File: config.mk
export PLATFORM = sky130hd
export DESIGN_NAME = sorted_list_engine_flat
export DESIGN_NICKNAME = d
export VERILOG_FILES = /design/src/rtl/core/sle_pkg.sv /design/src/rtl/core/sle_req_if.sv /design/src/rtl/core/sle_rsp_if.sv /design/src/rtl/core/sorted_list_engine.sv /design/src/rtl/core/sle_cell.sv /design/src/rtl/core/sle_out_reg.sv /design/src/flat_wrapper.sv
export SDC_FILE = /design/constraint.sdc
export NUM_CORES = 2
export LEC_CHECK = 0
export ABC_CLOCK_PERIOD_IN_PS = 5500
export BUFFER_PORTS_ARGS = -buffer_cell sky130_fd_sc_hd__buf_2
export CORE_MARGIN = 2
export CORE_UTILIZATION = 50
export CTS_CLUSTER_DIAMETER = 80
export DETAILED_ROUTE_END_ITERATION = 8
export PLACE_DENSITY = 0.68
export SYNTH_ARGS = -nofsm -noshare
export SYNTH_HDL_FRONTEND = slang
export SYNTH_SLANG_ARGS = --single-unit
File: constraint.sdc
create_clock -name clock -period 5.5 [get_ports clock]
set_input_delay 0.275 -clock clock [delete_from_list [all_inputs] [get_ports clock]]
set_output_delay 0.275 -clock clock [all_outputs]
set_load 0.01 [all_outputs]
File: src/rtl/core/sle_pkg.sv
`timescale 1ns / 1ps
// Package for the sorted list engine: capacity, field widths, request kinds,
// status codes and the structs passed between the cells, the core and the output stage.
// No dependencies.
package sle_pkg;

   // Storage geometry.
   localparam int CAPACITY = 16;
   localparam int IDX_W    = (CAPACITY > 1) ? $clog2(CAPACITY) : 1;
   localparam int CNT_W    = $clog2(CAPACITY + 1);

   // Fixed field widths of the words.
   localparam int DATA_W   = 32;
   localparam int KIND_W   = 2;
   localparam int POS_W    = 4;
   localparam int COUNT_W  = 5;
   localparam int STATUS_W = 2;

   typedef enum logic [KIND_W-1:0] {
      KIND_INSERT       = 2'd0,
      KIND_REMOVE_FIRST = 2'd1,
      KIND_REMOVE_LAST  = 2'd2,
      KIND_FIND         = 2'd3
   } kind_type;

   typedef enum logic [STATUS_W-1:0] {
      STATUS_OK    = 2'd0,
      STATUS_FULL  = 2'd1,
      STATUS_EMPTY = 2'd2
   } status_type;

   // Broadcast from the core to every cell.
   typedef struct packed {
      logic                     ins_en;
      logic                     rmf_en;
      logic signed [DATA_W-1:0] value;
   } cell_ctrl_type;

   // Compare flags that a cell reports.
   typedef struct packed {
      logic lt;
      logic eq;
   } cell_stat_type;

   // One result word.
   typedef struct packed {
      logic signed [DATA_W-1:0] data;
      logic                     found;
      logic [POS_W-1:0]         position;
      logic [COUNT_W-1:0]       count;
      logic [STATUS_W-1:0]      status;
   } rsp_type;

endpackage

File: src/rtl/core/sle_req_if.sv
`timescale 1ns / 1ps
// Request channel: valid/ready handshake carrying kind and value.
// Depends on sle_pkg.
interface sle_req_if;
   logic                              valid;
   logic                              ready;
   logic [sle_pkg::KIND_W-1:0]        kind;
   logic signed [sle_pkg::DATA_W-1:0] value;

   modport source (output valid, kind, value, input ready);
   modport sink   (input valid, kind, value, output ready);
endinterface

File: src/rtl/core/sle_rsp_if.sv
`timescale 1ns / 1ps
// Response channel: valid/ready handshake carrying one result word.
// Depends on sle_pkg.
interface sle_rsp_if;
   logic                              valid;
   logic                              ready;
   logic signed [sle_pkg::DATA_W-1:0] data;
   logic                              found;
   logic [sle_pkg::POS_W-1:0]         position;
   logic [sle_pkg::COUNT_W-1:0]       count;
   logic [sle_pkg::STATUS_W-1:0]      status;

   modport source (output valid, data, found, position, count, status, input ready);
   modport sink   (input valid, data, found, position, count, status, output ready);
endinterface

File: src/rtl/core/sorted_list_engine.sv
`timescale 1ns / 1ps
// Sorted list engine: a chain of CAPACITY cells keeps signed values in ascending order.
// Response: a request accepted at one edge has its response valid after that edge.
// Throughput: one request per cycle while responses are taken; inserts and front removals shift the chain.
// The rate is set by the compare and shift in each cell plus the find and last-entry selects.
// Reset (synchronous, active high) clears the count and the output valid; entries stay as is.
// Depends on sle_pkg, sle_req_if, sle_rsp_if, sle_cell and sle_out_reg.
module sorted_list_engine (
   input  logic      clock,
   input  logic      reset,
   sle_req_if.sink   req_chan,
   sle_rsp_if.source rsp_chan
);

   localparam int CAP = sle_pkg::CAPACITY;

   logic                              accept;
   logic                              take_ready;
   sle_pkg::kind_type                 kind;
   logic [sle_pkg::CNT_W-1:0]         count_ff;
   logic [sle_pkg::CNT_W-1:0]         count_in;
   logic                              full;
   logic                              empty;
   sle_pkg::cell_ctrl_type            ctrl;
   logic [CAP-1:0]                    occ;
   logic [CAP-1:0]                    lt_vec;
   logic [CAP-1:0]                    eq_vec;
   logic signed [sle_pkg::DATA_W-1:0] entry_w [CAP];
   sle_pkg::cell_stat_type            stat_w [CAP];
   logic signed [sle_pkg::DATA_W-1:0] last_entry;
   logic [sle_pkg::IDX_W-1:0]         first_pos;
   sle_pkg::rsp_type                  word;

   assign kind            = sle_pkg::kind_type'(req_chan.kind);
   assign req_chan.ready  = take_ready;
   assign accept          = req_chan.valid && take_ready;
   assign full            = (count_ff == sle_pkg::CNT_W'(CAP));
   assign empty           = (count_ff == '0);

   // Broadcast the request to the chain.
   always_comb begin
      ctrl.value  = req_chan.value;
      ctrl.ins_en = accept && (kind == sle_pkg::KIND_INSERT) && !full;
      ctrl.rmf_en = accept && (kind == sle_pkg::KIND_REMOVE_FIRST) && !empty;
   end

   // The chain of cells.
   for (genvar i = 0; i < CAP; i++) begin : g_cell
      assign occ[i]    = (count_ff > sle_pkg::CNT_W'(i));
      assign lt_vec[i] = stat_w[i].lt;
      assign eq_vec[i] = stat_w[i].eq;

      if (i == 0) begin : g_head
         sle_cell u_cell (
            .clock       (clock),
            .ctrl        (ctrl),
            .occupied    (occ[i]),
            .left_lt     (1'b1),
            .left_entry  (req_chan.value),
            .right_entry (entry_w[(CAP > 1) ? 1 : 0]),
            .entry       (entry_w[i]),
            .stat        (stat_w[i])
         );
      end else if (i == CAP - 1) begin : g_tail
         sle_cell u_cell (
            .clock       (clock),
            .ctrl        (ctrl),
            .occupied    (occ[i]),
            .left_lt     (lt_vec[i-1]),
            .left_entry  (entry_w[i-1]),
            .right_entry (entry_w[i]),
            .entry       (entry_w[i]),
            .stat        (stat_w[i])
         );
      end else begin : g_mid
         sle_cell u_cell (
            .clock       (clock),
            .ctrl        (ctrl),
            .occupied    (occ[i]),
            .left_lt     (lt_vec[i-1]),
            .left_entry  (entry_w[i-1]),
            .right_entry (entry_w[i+1]),
            .entry       (entry_w[i]),
            .stat        (stat_w[i])
         );
      end
   end

   // The last occupied cell is the one whose right neighbor is empty.
   // Equal entries are contiguous, so the first one is where an equal run starts.
   always_comb begin
      last_entry = '0;
      first_pos  = '0;
      for (int i = 0; i < CAP; i++) begin
         if (occ[i] && ((i == CAP - 1) || !occ[(i + 1) % CAP])) begin
            last_entry = last_entry | entry_w[i];
         end
         if (eq_vec[i] && ((i == 0) || !eq_vec[(i + CAP - 1) % CAP])) begin
            first_pos = first_pos | sle_pkg::IDX_W'(i);
         end
      end
   end

   // Build the response word and the next count.
   always_comb begin
      count_in      = count_ff;
      word.data     = '0;
      word.found    = 1'b0;
      word.position = '0;
      word.status   = sle_pkg::STATUS_OK;
      unique case (kind)
         sle_pkg::KIND_INSERT: begin
            if (full) begin
               word.status = sle_pkg::STATUS_FULL;
            end else begin
               word.data = req_chan.value;
               count_in  = count_ff + 1'b1;
            end
         end
         sle_pkg::KIND_REMOVE_FIRST: begin
            if (empty) begin
               word.status = sle_pkg::STATUS_EMPTY;
            end else begin
               word.data = entry_w[0];
               count_in  = count_ff - 1'b1;
            end
         end
         sle_pkg::KIND_REMOVE_LAST: begin
            if (empty) begin
               word.status = sle_pkg::STATUS_EMPTY;
            end else begin
               word.data = last_entry;
               count_in  = count_ff - 1'b1;
            end
         end
         sle_pkg::KIND_FIND: begin
            word.data     = req_chan.value;
            word.found    = |eq_vec;
            word.position = sle_pkg::POS_W'(first_pos);
         end
         default: begin
            count_in = count_ff;
         end
      endcase
      word.count = sle_pkg::COUNT_W'(count_in);
   end

   always_ff @(posedge clock) begin
      if (reset) begin
         count_ff <= '0;
      end else if (accept) begin
         count_ff <= count_in;
      end
   end

   // Response register.
   sle_out_reg u_out (
      .clock    (clock),
      .reset    (reset),
      .in_valid (req_chan.valid),
      .in_ready (take_ready),
      .in_word  (word),
      .rsp_chan (rsp_chan)
   );

`ifndef NO_ASSERTIONS
   // The count never exceeds the number of cells.
   a_count_bound: assert property (@(posedge clock) disable iff (reset)
      count_ff <= sle_pkg::CNT_W'(CAP))
      else $error("entry count above capacity");

   // An insert into a store with room adds exactly one entry.
   a_insert_grows: assert property (@(posedge clock) disable iff (reset)
      (accept && (kind == sle_pkg::KIND_INSERT) && !full)
      |=> (count_ff == sle_pkg::CNT_W'($past(count_ff) + 1'b1)))
      else $error("insert did not add one entry");

   // A removal from an empty store leaves the count alone.
   a_empty_remove_holds: assert property (@(posedge clock) disable iff (reset)
      (accept && empty && ((kind == sle_pkg::KIND_REMOVE_FIRST) ||
                           (kind == sle_pkg::KIND_REMOVE_LAST)))
      |=> $stable(count_ff))
      else $error("empty removal changed the count");

   // A hit can only come from an occupied cell.
   a_eq_occupied: assert property (@(posedge clock) disable iff (reset)
      ((eq_vec & ~occ) == '0))
      else $error("match reported by an empty cell");
`endif

endmodule

File: src/rtl/core/sle_cell.sv
`timescale 1ns / 1ps
// One cell of the sorted chain: holds a single entry and trades it with its neighbors.
// Depends on sle_pkg.
module sle_cell (
   input  logic                                 clock,
   input  sle_pkg::cell_ctrl_type               ctrl,
   input  logic                                 occupied,
   input  logic                                 left_lt,
   input  logic signed [sle_pkg::DATA_W-1:0]    left_entry,
   input  logic signed [sle_pkg::DATA_W-1:0]    right_entry,
   output logic signed [sle_pkg::DATA_W-1:0]    entry,
   output sle_pkg::cell_stat_type               stat
);

   logic signed [sle_pkg::DATA_W-1:0] entry_ff;
   logic signed [sle_pkg::DATA_W-1:0] entry_in;

   // Compare the held entry with the request value.
   always_comb begin
      stat.lt = occupied && (entry_ff < ctrl.value);
      stat.eq = occupied && (entry_ff == ctrl.value);
   end

   // An insert keeps smaller entries, drops the value into the first cell that is
   // not smaller and shifts the rest right; a front removal shifts everything left.
   always_comb begin
      entry_in = entry_ff;
      if (ctrl.ins_en) begin
         if (!stat.lt) begin
            entry_in = left_lt ? ctrl.value : left_entry;
         end
      end else if (ctrl.rmf_en) begin
         entry_in = right_entry;
      end
   end

   always_ff @(posedge clock) begin
      entry_ff <= entry_in;
   end

   assign entry = entry_ff;

endmodule

File: src/rtl/core/sle_out_reg.sv
`timescale 1ns / 1ps
// Output register for the response channel; a new word loads while the old one is taken.
// Depends on sle_pkg and sle_rsp_if.
module sle_out_reg (
   input  logic             clock,
   input  logic             reset,
   input  logic             in_valid,
   output logic             in_ready,
   input  sle_pkg::rsp_type in_word,
   sle_rsp_if.source        rsp_chan
);

   logic             valid_ff;
   logic             valid_in;
   sle_pkg::rsp_type word_ff;

   assign in_ready = !valid_ff || rsp_chan.ready;

   // Valid stays set while a word waits or a new one replaces it.
   always_comb begin
      valid_in = valid_ff;
      if (in_valid && in_ready) begin
         valid_in = 1'b1;
      end else if (rsp_chan.ready) begin
         valid_in = 1'b0;
      end
   end

   always_ff @(posedge clock) begin
      if (reset) begin
         valid_ff <= 1'b0;
      end else begin
         valid_ff <= valid_in;
      end
   end

   // Payload needs no reset.
   always_ff @(posedge clock) begin
      if (in_valid && in_ready) begin
         word_ff <= in_word;
      end
   end

   assign rsp_chan.valid    = valid_ff;
   assign rsp_chan.data     = word_ff.data;
   assign rsp_chan.found    = word_ff.found;
   assign rsp_chan.position = word_ff.position;
   assign rsp_chan.count    = word_ff.count;
   assign rsp_chan.status   = word_ff.status;

endmodule
File: src/flat_wrapper.sv
// flat-port wrapper written by rule: the top's interface ports become plain ports
module sorted_list_engine_flat 
  (clock, reset, req_chan_valid, req_chan_kind, req_chan_value, req_chan_ready, rsp_chan_valid, rsp_chan_data, rsp_chan_found, rsp_chan_position, rsp_chan_count, rsp_chan_status, rsp_chan_ready);
  sle_req_if req_chan_i ();
  sle_rsp_if rsp_chan_i ();
  input  logic clock;
  input  logic reset;
  input wire logic [$bits(req_chan_i.valid)-1:0] req_chan_valid;
  input wire logic [$bits(req_chan_i.kind)-1:0] req_chan_kind;
  input wire logic [$bits(req_chan_i.value)-1:0] req_chan_value;
  output wire logic [$bits(req_chan_i.ready)-1:0] req_chan_ready;
  output wire logic [$bits(rsp_chan_i.valid)-1:0] rsp_chan_valid;
  output wire logic [$bits(rsp_chan_i.data)-1:0] rsp_chan_data;
  output wire logic [$bits(rsp_chan_i.found)-1:0] rsp_chan_found;
  output wire logic [$bits(rsp_chan_i.position)-1:0] rsp_chan_position;
  output wire logic [$bits(rsp_chan_i.count)-1:0] rsp_chan_count;
  output wire logic [$bits(rsp_chan_i.status)-1:0] rsp_chan_status;
  input wire logic [$bits(rsp_chan_i.ready)-1:0] rsp_chan_ready;
  assign req_chan_i.valid = req_chan_valid;
  assign req_chan_i.kind = req_chan_kind;
  assign req_chan_i.value = req_chan_value;
  assign req_chan_ready = req_chan_i.ready;
  assign rsp_chan_valid = rsp_chan_i.valid;
  assign rsp_chan_data = rsp_chan_i.data;
  assign rsp_chan_found = rsp_chan_i.found;
  assign rsp_chan_position = rsp_chan_i.position;
  assign rsp_chan_count = rsp_chan_i.count;
  assign rsp_chan_status = rsp_chan_i.status;
  assign rsp_chan_i.ready = rsp_chan_ready;
  sorted_list_engine u_core (.clock(clock), .reset(reset), .req_chan(req_chan_i), .rsp_chan(rsp_chan_i));
endmodule
==> impl_metrics.py <==
metrics = {
    "cells_and_area": {
        "design_area_um2": 47100,
        "drive_gt1_share_pct": 9.99,
        "layout_common_cells": "597 x nand2_1, 556 x edfxtp_1, 521 x ha_1, 335 x mux2i_1, 320 x a21oi_1",
        "nets": 4859,
        "layout_commonest_cell": "nand2_1",
        "area_delta_synth_final_pct": 10.6,
    },
    "die": {
        "coreArea_um2": 84700,
        "io_pins": 84,
        "dieWidth_um": 296,
        "initial_core_util_pct": 50.2,
        "die-area_um2": 87500,
        "num_rows": 107,
        "die_h_um": 296,
    },
    "timing": {
        "maxSlewHeadroom_pct": 11.5,
        "slew_violations": 0,
        "setup_violations": 0,
        "worst_pin_slew_ps": 1310,
        "rsz0062_at_grt": "no",
        "fin_tns_setup_ps": 0,
        "period_needed_ps": 4770,
        "hold_viol_final": 0,
        "skew_ps": 29.9,
        "min_period_over_period_pct": 86.8,
        "fmax_ghz": 0.210,
    },
    "setup_path": {
        "r2r_slack_ps": 730,
        "cp_max_fo": 19,
        "crit_path_end_kind": "flop",
        "path_cells": "ha_1, nand4_1, nor4_1, o21ai_0, a311oi_1, a31oi_1, nor2_4, buf_4, mux2i_1, a21oi_1",
        "start_kind": "flop",
        "arrival_ps": 5160,
        "critPathKind": "reg -> reg",
        "critPathRequiredTime_ps": 5880,
        "startpoint": "u_core.g_cell[3].g_mid.u_cell.entry[14]",
        "cp_slowest_cell": "nor2_4",
        "critPathMaxStageDelay_ps": 1000,
        "r2r-start": "u_core.g_cell[3].g_mid.u_cell.entry[14]",
    },
    "cts": {
        "cts_tree": "yes",
        "clock-sinks": 562,
        "clkLatencyLatePin_ps": 660,
        "htreeDepth": 3,
        "cts.path.max_buffers": 3,
        "cts_made_buffers": 70,
        "cts.clk_slew.worst_paths_ps": 60,
        "clock_tree.root_cell": "clkbuf_16",
        "cts_setup_buffers": 0,
    },
    "route": {
        "vias": 39856,
        "wl_per_cell_um": 35.0,
        "drcViolationCount": 26,
        "postRouteAntennaNets": 0,
        "first_pass_iters": 9,
        "drt_iter0_markers": 7406,
        "vias_per_cell": 7.24,
        "wl_mm": 193,
    },
    "yosys": {
        "yosys_warnings": 0,
        "post_synth_instance_area_um2": 42600,
        "ys_types": 85,
        "synth_top_area_cell": "edfxtp_1",
        "syn_avg_cell_area_um2": 9.94,
        "yosysSeqAreaShare_pct": 39.5,
        "netlist_instances": 4284,
        "synth.net_count": 4845,
        "synth_ff_type": "edfxtp_1",
        "async_flop_share_pct": 0,
        "synth_edf_count": 556,
        "yosysTopAreaCellShare_pct": 39.2,
        "synth-seq-cells": 562,
        "synthTopCellsByArea": "edfxtp_1 39%, ha_1 15%, mux2i_1 7.9%",
    },
    "run": {
        "cap_violations": 0,
    },
    "power": {
        "power.density_nw_per_um2": 259,
        "ir_worst_vdd_v": 0.000222,
        "p_leak_uw": 0.0184,
    },
    "global_route": {
        "grt.busiest_layer": "met2",
        "antenna_found_initial": 2,
        "globalRouteMet1Util_pct": 54.2,
        "grt_pass1_vias": 37272,
        "grt_usage_pct": 43.3,
        "met3_usage_pct": 11.8,
        "grt_pass1_wl_mm": 270,
        "grt-ovfl-total": 0,
        "grt_max_degree": 236,
        "gr-usage-met2_pct": 63.0,
    },
    "placement": {
        "numPortBuffers": 83,
        "placed_area_um2": 44800,
        "gp_congestion": 1.06,
        "hpwl_mm": 132,
    },
    "status": {
        "status": "complete, but fails checks",
        "failed_checks": "DRC",
    },
    "worst_hold_path": {
        "hp-start": "req_chan_value[30]",
        "hold_class": "in -> reg",
    },
}
critical path: cells and delay by family, from the launching register on:
kind,cells,cell delay (ps)
compound gates,4,1090
simple gates,3,1970
flops,1,530
mux,1,220
fa+ha+maj,1,360
buf+inv,1,340
registers in the layout, indices dropped and copies added, names as in the netlist:
signal and flops:
u_core.u_out.rsp_chan.data 32, u_core.u_out.rsp_chan.position 4, u_core.u_out.rsp_chan.valid 1, u_core.u_out.rsp_chan.status 2, u_core.g_cell.g_tail.u_cell.entry 32, u_core.count_ff 5
u_core.g_cell.g_mid.u_cell.entry 448, u_core.g_cell.g_head.u_cell.entry 32, u_core.u_out.rsp_chan.found 1, u_core.u_out.rsp_chan.count 5
worst paths after layout:
kind,to,cells past startpoint
setup / recovery,u_core.g_cell[4].g_mid.u_cell.entry[16],10
hold / removal,u_core.u_out.rsp_chan.data[30],3
setup reg to reg,u_core.g_cell[4].g_mid.u_cell.entry[16],10
hold reg to reg,u_core.u_out.rsp_chan.valid,2
metal layers:
| metal | up-vias | wire length [µm] |
|---|---|---|
| met5 | - | 22 |
| met3 | 983 | 25700 |
| li1 | 16702 | - |
| met4 | 2 | 18900 |
| met2 | 3463 | 79600 |
| met1 | 18706 | 68600 |
Yosys cell counts, types with 8 or more instances:
library cell,count
buf_4,25
nand3_1,203
a31oi_1,18
edfxtp_1,556
nand2b_1,18
a222oi_1,101
a21boi_0,20
nor4_1,22
o211ai_1,141
clkbuf_1,148
a211oi_1,9
a221oi_1,46
a22oi_1,36
buf_2,81
o22ai_1,17
o221ai_1,8
o21ai_1,88
and3_1,18
buf_6,12
nor3_1,23
a21o_1,61
nor2b_1,20
ha_1,523
nand4_1,102
o21ai_0,245
buf_1,14
mux2i_1,337
or2_2,8
nand2_1,604
mux2_2,33
inv_1,80
a21oi_1,321
and4_1,20
a22o_1,35
nor2_1,161
o21a_1,22
cells by family (layout without fill, tap and decap cells):
kind of cell / count (synthesis) / in the layout / share of synthesized area, %
compound gates: 1219 / 1219 / 18.7
xor+xnor: 2 / 2 / 0.0588
flops: 562 / 562 / 39.5
other cells: 0 / 5 / 0
mux: 377 / 377 / 9.09
fa+ha+maj: 523 / 523 / 15.4
simple gates: 1241 / 1241 / 13.5
buf+inv: 360 / 431 / 3.84
layout make-up:
cell class | instances | area, µm²
Fill cell | 7427 | 37700
Clock inverter | 43 | 348
Clock buffer | 86 | 1930
Tap cell | 1144 | 1430
Sequential cell | 562 | 16800
Antenna cell | 5 | 12.5
Timing Repair Buffer | 222 | 1790
Inverter | 80 | 300
Multi-Input combinational cell | 3362 | 24500
per-stage QoR:
step	utilization [%]	hold WS, ps	setup slack, ps	power, µW	cells
floorplan	-	344	314	6540	4284
global placement	52.8	503	360	7420	5367
detailed placement	52.8	528	307	7460	5367
CTS	55.5	114	817	12100	5499
global route	55.5	147	689	12500	5499
finish	55.6	141	727	12200	5504
what timing repair did:
item / 4_1_cts / 5_1_grt
resized for setup: 0 / 0
endpoints found under the setup margin: 0 / 0
hold buffers: 3 / 0
hold endpoints to repair: 6 / 0
power by group:
part           switching (µW)  internal [µW]  total, µW
Clock                    2010           2690       4710
Combinational            1480            741       2220
Sequential                295           4980       5280
(Power assumes the default switching activity.)
